### src/design/mmgt_pkg.sv
// ----------------------------------------------------------------------------
// mmgt_pkg
// Shared types and codes for the min/max gap tracker.
// ----------------------------------------------------------------------------
`default_nettype none

package mmgt_pkg;

  localparam int unsigned ValueW = 32;
  localparam int unsigned CountW = 7;
  localparam int unsigned CapW   = 7;

  localparam logic [1:0] STATUS_OK      = 2'd0;
  localparam logic [1:0] STATUS_TOO_FEW = 2'd1;
  localparam logic [1:0] STATUS_FULL    = 2'd2;

  typedef struct packed {
    logic signed [ValueW-1:0] value;
    logic                     start_new;
  } item_t;

  typedef struct packed {
    logic [1:0]        status;
    logic [CountW-1:0] count_held;
    logic [ValueW-1:0] shortest_span;
    logic [ValueW-1:0] longest_span;
  } result_t;

  // controller to datapath
  typedef struct packed {
    logic load;    // capture the request
    logic insert;  // clear if asked, shift cells, grab neighbours
    logic finish;  // update gap and extremes, load result register
  } dp_cmd_t;

  // datapath to controller
  typedef struct packed {
    logic result_busy;  // result register still holds an untaken result
  } dp_stat_t;

endpackage

`default_nettype wire

### src/design/mmgt_ctrl.sv
// ----------------------------------------------------------------------------
// mmgt_ctrl
// Sequencer: accept, insert into the sorted cells, then update and report.
// ----------------------------------------------------------------------------
`default_nettype none

module mmgt_ctrl (
  input  wire logic              clk,
  input  wire logic              rst,
  input  wire logic              item_valid,
  output logic                   item_stall,
  output logic                   cfg_ready,
  input  wire mmgt_pkg::dp_stat_t stat,
  output mmgt_pkg::dp_cmd_t       cmd
);
  import mmgt_pkg::*;

  localparam logic [1:0] S_IDLE = 2'd0;
  localparam logic [1:0] S_INS  = 2'd1;
  localparam logic [1:0] S_GAP  = 2'd2;

  logic [1:0] state;
  logic [1:0] state_next;

  assign item_stall = (state != S_IDLE);
  assign cfg_ready  = (state == S_IDLE);

  always_comb begin
    state_next = state;
    cmd        = '0;
    case (state)
      S_IDLE: begin
        if (item_valid) begin
          cmd.load   = 1'b1;
          state_next = S_INS;
        end
      end
      S_INS: begin
        cmd.insert = 1'b1;
        state_next = S_GAP;
      end
      S_GAP: begin
        // wait here until the result register has room
        if (!stat.result_busy) begin
          cmd.finish = 1'b1;
          state_next = S_IDLE;
        end
      end
      default: begin
        state_next = S_IDLE;
      end
    endcase
  end

  always_ff @(posedge clk) begin
    if (rst) begin
      state <= S_IDLE;
    end else begin
      state <= state_next;
    end
  end

endmodule

`default_nettype wire

### config.mk
export PLATFORM = sky130hd
export DESIGN_NAME = mmgt_ctrl
export DESIGN_NICKNAME = d
export VERILOG_FILES = /design/src/design/mmgt_pkg.sv /design/src/design/mmgt_ctrl.sv
export SDC_FILE = /design/constraint.sdc
export NUM_CORES = 1
export LEC_CHECK = 0
export ABC_AREA = 1
export BUFFER_PORTS_ARGS = -buffer_cell sky130_fd_sc_hd__buf_2
export CAP_MARGIN = 20
export CORE_AREA = 5 5 42 44
export CTS_BUF_LIST = sky130_fd_sc_hd__clkbuf_4
export CTS_CLUSTER_DIAMETER = 200
export DETAILED_ROUTE_END_ITERATION = 12
export DIE_AREA = 0 0 47 49
export PLACE_DENSITY = 0.37
export SLEW_MARGIN = 0
export SYNTH_ARGS = -nofsm -noshare
export SYNTH_HDL_FRONTEND = slang
export SYNTH_SLANG_ARGS = --single-unit
### constraint.sdc
create_clock -name clk -period 1.59 [get_ports clk]
set_clock_uncertainty 0.15 [all_clocks]
set_input_delay 0.0795 -clock clk [delete_from_list [all_inputs] [get_ports clk]]
set_output_delay 0.0795 -clock clk [all_outputs]
set_load 0.01 [all_outputs]
==> results of run 1 <==
-- metrics by stage --
step	util	hold slack (ns)	setup slack [ns]	area, um^2	power (uW)
after floorplan	-	-0.00806	0.734	101	75.5
after global placement	0.115	0.130	0.696	161	91.7
after detailed placement	0.115	0.133	0.705	161	91.5
after CTS	0.153	0.274	0.218	214	217
after global routing	0.153	0.290	0.141	214	229
final	0.153	0.267	0.205	214	207
-- where the power goes --
group / leakage [uW] / internal, uW / total [uW] / switching (uW)
sequential: 0.0000165 / 53.7 / 55.9 / 2.17
clock: 0.0000138 / 83.2 / 111 / 27.8
combinational: 0.0000836 / 19.3 / 39.9 / 20.6
total: 0.000114 / 156 / 207 / 50.6
-- layout make-up --
type	count	area [um^2]
tap	16	20.0
fill	175	1190
multi-input combinational	7	42.5
inverter	5	18.8
clock buffer	3	22.5
timing repair buffer	11	70.1
sequential	2	40.0
-- worst register-to-register path: cells and delay by family (launching register included) --
family | cells | cell delay (ns)
buffers and inverters | 2 | 0.60
and+or+nand+nor | 1 | 0.08
AOI/OAI and AO/OA | 1 | 0.05
DFF | 1 | 0.35
-- metal layers --
metal | routed length, um | vias up | share of wire | global-route usage
met4 | 0 | 0 | 0 | 0.0415
met3 | 48 | 0 | 0.15 | 0.0369
met1 | 119 | 55 | 0.37 | 0.0350
met2 | 150 | 4 | 0.47 | 0.0452
li1 | - | 69 | - | -
met5 | 0 | - | 0 | 0
-- how the worst max path moves through the flow --
stage | slack (ns) | endpoint
floorplan | 0.73 | cmd[2]
global placement | 0.70 | cmd[0]
detailed placement | 0.70 | cmd[0]
CTS | 0.22 | state[1]$_SDFFE_PP0P_
global route | 0.14 | state[1]$_SDFFE_PP0P_
finish | 0.21 | state[1]$_SDFFE_PP0P_
-- cell families (layout without fill, tap and decap cells) --
family	Yosys count	in the layout	synth area share
DFF	2	2	0.395
AOI/OAI and AO/OA	1	1	0.0864
buffers and inverters	5	19	0.185
and+or+nand+nor	6	6	0.333
-- cells in the final DEF, fill, tap and decap left out, drive strengths merged --
cell type / synthesis / routed
nand2: 2 / 2
inv: 5 / 5
nor2: 1 / 1
a21oi: 1 / 1
nor3: 2 / 2
buf: 0 / 8
dfxtp: 2 / 2
nand3: 1 / 1
clkbuf: 0 / 3
dlygate4sd3: 0 / 3
-- what timing repair did --
| item | 4_1_cts | 5_1_grt |
|---|---|---|
| hold endpoints to repair | 2 | 0 |
| setup endpoints to repair | 0 | 0 |
| hold buffers | 3 | 0 |
==> results.md, run 1 <==
Setup path:
- The slowest cell on the critical path is sky130_fd_sc_hd__dlygate4sd3_1.
- Walking the worst path, the cells encountered are dlygate4sd3_1 -> buf_2 -> a21oi_2 -> dlygate4sd3_1.
- The logic depth of the worst register-to-register path is 4.
- Among cell families on the critical path, the largest total delay comes from buffers and inverters.
- The worst setup path is launched from a primary input.
- The signal arrival time at the worst endpoint is 1.39 ns.
- The most critical setup path has its startpoint at rst.
- The buffer and inverter count on the worst path is 3.
- The launching point of the worst reg2reg path is state[0]$_SDFFE_PP0P_.
- Of all nets on the critical path, the largest fanout is 2.
- The endpoint class of the critical path is a register.
- The critical path is of the primary input to register type.
- Data on the critical path is required at its endpoint by about 1.6 ns.
- For this run, the slowest stage of the critical path takes ~0.56 ns.
- By instance count, the cell type seen most on the critical path is sky130_fd_sc_hd__dlygate4sd3_1.
- The setup slack on the worst flop-to-flop path is about 0.24 ns.
- The number of logic stages on the critical path including buffering is 4.
- The critical register-to-register path endpoint is state[1]$_SDFFE_PP0P_.

Routing:
- The detailed-route wire length is approximately 320 um.
- For this run, the detailed router's first-pass iteration total came to 1.
- The number of violations reported at the end of detailed-routing iteration 0 is 0.
- The residual DRC count is 0.
- The routed wire length per instance is between 7 and 8 um.
- Dividing the detail-routed via count by the number of cells gives 2.91.
- The remaining antenna violation count is 0.
- The via count of the routed design is 128.

Job:
- Across the run, the number of max-cap violations was 0.

Placement:
- In this run, placement finished with an instance count of 38.
- Routability-driven placement finished with a final weighted congestion of between 0.6 and 0.7.
- Detailed placement ended at an HPWL of between 200 and 250 um.
- The number of input and output port buffers inserted is 8.

Synth:
- Summing every instance area after synthesis gives approximately 100 um^2.
- By instance count, the leading cell after synthesis is sky130_fd_sc_hd__inv_1.
- The total number of yosys warnings is 0.
- By area the synthesized netlist is led by sky130_fd_sc_hd__dfxtp_1, sky130_fd_sc_hd__inv_1, sky130_fd_sc_hd__nor3_2.
- The number of synthesized register bits is 2.
- Of the post-synthesis cell area, the dominant cell type holds 0.395.
- In this run, synthesis inferred 0 flip-flops with an integrated enable.
- In the synthesized netlist the dominant register cell turns out to be sky130_fd_sc_hd__dfxtp_1.
- In the synthesized netlist the async set-or-reset flop fraction comes to 0.
- The net count of the mapped netlist is 18.
- For this run, the register share of the synthesized area comes to 0.395.
- Synthesis produced 14 cells.
- After synthesis, the mean cell area works out to 7.24 um^2.
- After synthesis, the netlist uses 10 different library cells.
- Ranked by instance count, the synthesized netlist is headed by sky130_fd_sc_hd__inv_1, sky130_fd_sc_hd__dfxtp_1, sky130_fd_sc_hd__inv_2.
- The most area-hungry cell type in the Yosys netlist is sky130_fd_sc_hd__dfxtp_1.

Timing:
- The count of pins over their slew limit is 0.
- For the pin with the worst max-slew slack, the measured transition is 0.142 ns.
- Derived from the worst setup path, the maximum achievable clock frequency is roughly 720 MHz.
- The number of failing hold endpoints at the final stage is 0.
- The worst slew margin relative to its limit is 0.905.
- For the finished layout, the period the worst path requires is about 1.4 ns.
- The post-route fraction of the period consumed by the critical path is 0.871.
- Adding up every negative setup slack in the final design gives 0 ns.
- Setup repair after global routing left no endpoint under its margin.
- Setup violations remaining at the end of the flow were counted as 0.

Die:
- The number of placement rows is 14.
- The total area inside the core boundary comes to around 1400 um^2.
- The initial utilization of the core area, before any placement, comes to 0.0723.
- From left edge to right edge, the die measures between 40 and 50 um.
- The die covers 2300 um^2.
- The height of the die is between 40 and 50 um.
- In this run the count of I/O pins placed on the die edge is 9.

GRT:
- The number of antenna violations at the first check in global routing is 0.
- The leftover overflow at the end of global routing is 0.
- The number of global-route vias before repair came to 147.
- Entering global routing, the biggest net connects 5 pins.
- The aggregate global-route resource usage is 0.0387.
- The global-route wire length before repair is ~570 um.

Power and ir drop:
- The analysis attributes to cell leakage a power of approximately 0.00011 uW.
- Dividing total power by cell area gives a power density of 966 nW/um^2.
- The worst-case IR drop observed on VDD is approximately 200 uV.

Layout:
- In the final layout, the registers with the most flip-flops are state (2).
- The post-synthesis to final-layout area growth is 111%.
- The net count reported at finish is 34.
- The final antenna diode count is 0.
- state holds more flip-flops than any other register.
- After the flow finishes, the layout carries non-filler instances totaling 44.
- The register with the most flip-flops in the layout has 2 of them.
- The layout cell share with drive strength beyond 1 is 0.571.

Min path:
- Counting instances, the worst hold path has a depth of 3.
- In this run the most critical hold path is launched from stat.
- The tightest min-delay check is of the primary input to output pin type.
- The end of the worst hold path is cmd[0].

CTS:
- No sink is reached through more buffers than the 2 on the longest clock path.
- The clock latency reported for the late side of the worst-skew pair is between 0.2 and 0.25 ns.
- TritonCTS built the clock tree.
- The register clock-pin slew on the reported worst setup and hold paths is 0.03 ns.
- Once the clock tree was built, the setup fixing pass inserted 0 buffers.
- The post-cts repair resize count is 0.
- The level count of the clock H-tree is 1.
- The number of clock buffers inserted by TritonCTS is 3.
- CTS placed an instance of sky130_fd_sc_hd__clkbuf_4 at the clock tree root.
- CTS saw 2 sinks.

Run status:
- The flow ran to the end, and the final reports show no timing, DRC or antenna violations.
(Power assumes the default switching activity.)
==> run 2, diff against run 1 <==
--- a/config.mk
+++ b/config.mk
@@ -6,14 +6,14 @@
 export NUM_CORES = 1
 export LEC_CHECK = 0
 export ABC_AREA = 1
-export BUFFER_PORTS_ARGS = -buffer_cell sky130_fd_sc_hd__buf_2
 export CAP_MARGIN = 20
 export CORE_AREA = 5 5 42 44
 export CTS_BUF_LIST = sky130_fd_sc_hd__clkbuf_4
 export CTS_CLUSTER_DIAMETER = 200
 export DETAILED_ROUTE_END_ITERATION = 12
 export DIE_AREA = 0 0 47 49
-export PLACE_DENSITY = 0.37
+export DONT_BUFFER_PORTS = 1
+export PLACE_DENSITY = 0.32
 export SLEW_MARGIN = 0
 export SYNTH_ARGS = -nofsm -noshare
 export SYNTH_HDL_FRONTEND = slang
==> results.md, run 2 (same netlist as run 1, synthesis figures left out) <==
Run status:
- The flow ran to the end, and the final reports show no timing, DRC or antenna violations.

Min path:
- The class of the most critical hold timing path is primary input to output pin.
- The worst hold path begins at stat.
- The end of the worst hold path is cmd[0].
- Counting instances, the worst hold path has a depth of 1.

Setup path:
- The number of cells on the worst reg-to-reg path is 4.
- Setup slack on the worst reg-to-reg path comes out at approximately 0.24 ns.
- The launching point of the worst reg2reg path is state[1]$_SDFFE_PP0P_.
- The required time at the endpoint of the critical path is 1.55 ns.
- The critical path is of the register to register type.
- The maximum fanout encountered on the critical timing path is 3.
- The critical register-to-register path endpoint is state[1]$_SDFFE_PP0P_.
- STA classifies the critical path endpoint as a register.
- The signal arrival time at the worst endpoint is roughly 1.3 ns.
- The type of element launching the critical path is a register.

Die:
- The width of the die is approximately 47 um.
- The floorplan step defined a core boundary enclosing about 1400 um^2.
- The die area is 2300 um^2.
- The I/O pin count is 9.
- The floorplan has 14 rows.
- The initial core utilization is 0.0723.
- The die is ~49 um tall.

Power and ir drop:
- Dividing total power by cell area gives a power density of roughly 1100 nW/um^2.
- Of the total power, the share spent switching nets is 0.255.
- Of the total power, registers draw 0.283.
- The leakage power figure is roughly 0.000079 uW.
- The maximum vdd drop is 346 uV.
- The analysis attributes to net switching a power of between 50 and 60 uW.
- Internal power comes to between 100 and 150 uW.
- The part of the power in combinational logic is 0.149.
- Power comes to slightly below 200 uW.
- Of the total power, the clock network draws 0.568.

Routing:
- The detailed-route wire length is just under 300 um.
- The count of nets left with antenna violations once routing finished came out at 0.
- For this run, design rule violations remaining after detail routing come to 0.
- The first routing iteration left 0 violations.
- The via density per instance is between 3 and 4.
- Detailed routing inserted a total of around 120 vias.
- After detailed routing, the average wire length per cell comes to 8.11 um.
- For this run, the detailed router's first-pass iteration total came to 1.

CTS:
- TritonCTS created 3 clock buffers.
- Clock tree synthesis selected as its root buffer the cell sky130_fd_sc_hd__clkbuf_4.
- The maximum root-to-sink buffer count is 2.
- TritonCTS built the clock tree.
- The register clock-pin slew on the reported worst setup and hold paths is roughly 0.030 ns.
- In this run the number of H-tree levels came out at 1.
- At the later pin of the worst-skew pair, clock insertion delay measures around 0.22 ns.
- The clock drives 2 sinks.

Placement:
- The global placement routability congestion is between 0.6 and 0.7.
- Including well taps, the total number of placed cells is 30.
- The number of input and output port buffers inserted is 0.
- The sum of net half-perimeters after detailed placement is 205 um.

GRT:
- For met3 alone, demand over resource in global routing was 0.0258.
- The layer flagged by global routing as most heavily used is met4.
- The first global-routing pass estimated around 480 um of wire.
- The number of antenna violations at the first check in global routing is 0.
- The maximum number of pins on one net before global-route repair is 5.
- For this run the aggregate overflow at the end of global routing stands at 0.
- For this run, global-route usage on met2 was measured as 0.0407.
- The aggregate global-route resource usage is 0.0331.
- The met1 track utilization from global routing is 0.0284.
- The number of global-route vias before repair was between 100 and 150.

Timing:
- The transition time of the tightest slew-check pin is ~0.37 ns.
- The worst slew margin relative to its limit is 0.748.
- The number of failing hold endpoints at the final stage is 0.
- The post-route fraction of the period consumed by the critical path is 0.848.
- Subtracting the final worst setup slack from the clock period gives between 1 and 1.5 ns.
- Setup repair after global routing left no endpoint under its margin.
- The count of pins over their slew limit was 0.
- Setup violations remaining at the end of the flow were counted as 0.
- Static timing analysis puts the maximum clock frequency at approximately 740 MHz.
- The total negative slack is 0 ns.

Layout:
- 0 antenna diodes ended up in the layout.
- The post-synthesis to final-layout area growth is 71.6%.
- The layout cell share with drive strength beyond 1 is 0.400.
- The count of cells in the finished layout, fillers not included, comes to 36.
- Leaving out fill and tap cells, the most frequent cells in the layout are sky130_fd_sc_hd__inv_1, sky130_fd_sc_hd__clkbuf_4, sky130_fd_sc_hd__dlygate4sd3_1.
- Ranked by flip-flop count, first place goes to state.
- The largest registers in the layout are state (2).
- The register with the most flip-flops in the layout has 2 of them.
- The net count reported at finish is 26.

Job:
- The tool flagged a number of max-cap violations equal to 0.
[run 2: cell count changes in the layout (fill, tap and decap cells not counted)]
cell                    before  now
sky130_fd_sc_hd__buf_2       8    0
[run 2: cell type report]
| class | instances | area, um^2 |
|---|---|---|
| Timing Repair Buffer | 3 | 30.0 |
| Tap cell | 16 | 20.0 |
| Inverter | 5 | 18.8 |
| Sequential cell | 2 | 40.0 |
| Fill cell | 171 | 1230 |
| Clock buffer | 3 | 22.5 |
| Multi-Input combinational cell | 7 | 42.5 |
[run 2: worst max-delay path by stage]
stage / from / end / slack (ns) / cells past startpoint
floorplan: state[0]$_SDFFE_PP0P_ / cmd[2] / 0.73 / 3
global placement: state[1]$_SDFFE_PP0P_ / cmd[0] / 0.68 / 2
detailed placement: state[1]$_SDFFE_PP0P_ / cmd[0] / 0.67 / 2
CTS: state[1]$_SDFFE_PP0P_ / state[1]$_SDFFE_PP0P_ / 0.24 / 4
global route: state[1]$_SDFFE_PP0P_ / state[1]$_SDFFE_PP0P_ / 0.17 / 4
finish: state[1]$_SDFFE_PP0P_ / state[1]$_SDFFE_PP0P_ / 0.24 / 4
[run 2: critical path, cell delays in order (launching register included)]
cell and delay (ns):
sky130_fd_sc_hd__dfxtp_1 0.34, sky130_fd_sc_hd__inv_2 0.05, sky130_fd_sc_hd__nand2_1 0.09, sky130_fd_sc_hd__a21oi_2 0.06, sky130_fd_sc_hd__dlygate4sd3_1 0.54
[run 2: power by group through the flow]
| stage | clock [uW] | sequential (uW) | combinational [uW] |
|---|---|---|---|
| after floorplan | 0 | 56.3 | 19.2 |
| after global placement | 0 | 56.6 | 22.1 |
| after detailed placement | 0 | 56.7 | 22.8 |
| after CTS | 117 | 56.0 | 29.4 |
| after global routing | 124 | 56.7 | 32.3 |
| final | 112 | 56.0 | 29.5 |
[run 2: repair_timing]
item | in CTS | in global routing
setup buffers | 0 | 0
hold endpoints to repair | 2 | 0
hold buffers | 3 | 0
gates resized for setup | 0 | 0
[run 2: layer usage]
| metal | up-vias | share of wire |
|---|---|---|
| met5 | - | 0 |
| met1 | 48 | 0.40 |
| li1 | 53 | - |
| met2 | 12 | 0.39 |
| met3 | 2 | 0.15 |
| met4 | 0 | 0.048 |
[run 2: metrics by stage]
step / hold slack, ns / cell area, um^2 / setup slack, ns / utilization
3_3_place_gp: -0.00662 / 121 / 0.678 / 0.0866
2_1_floorplan: -0.00806 / 101 / 0.734 / -
5_1_grt: 0.0699 / 174 / 0.166 / 0.124
4_1_cts: 0.0665 / 174 / 0.241 / 0.124
3_5_place_dp: -0.00479 / 121 / 0.671 / 0.0866
6_report: 0.0654 / 174 / 0.241 / 0.124
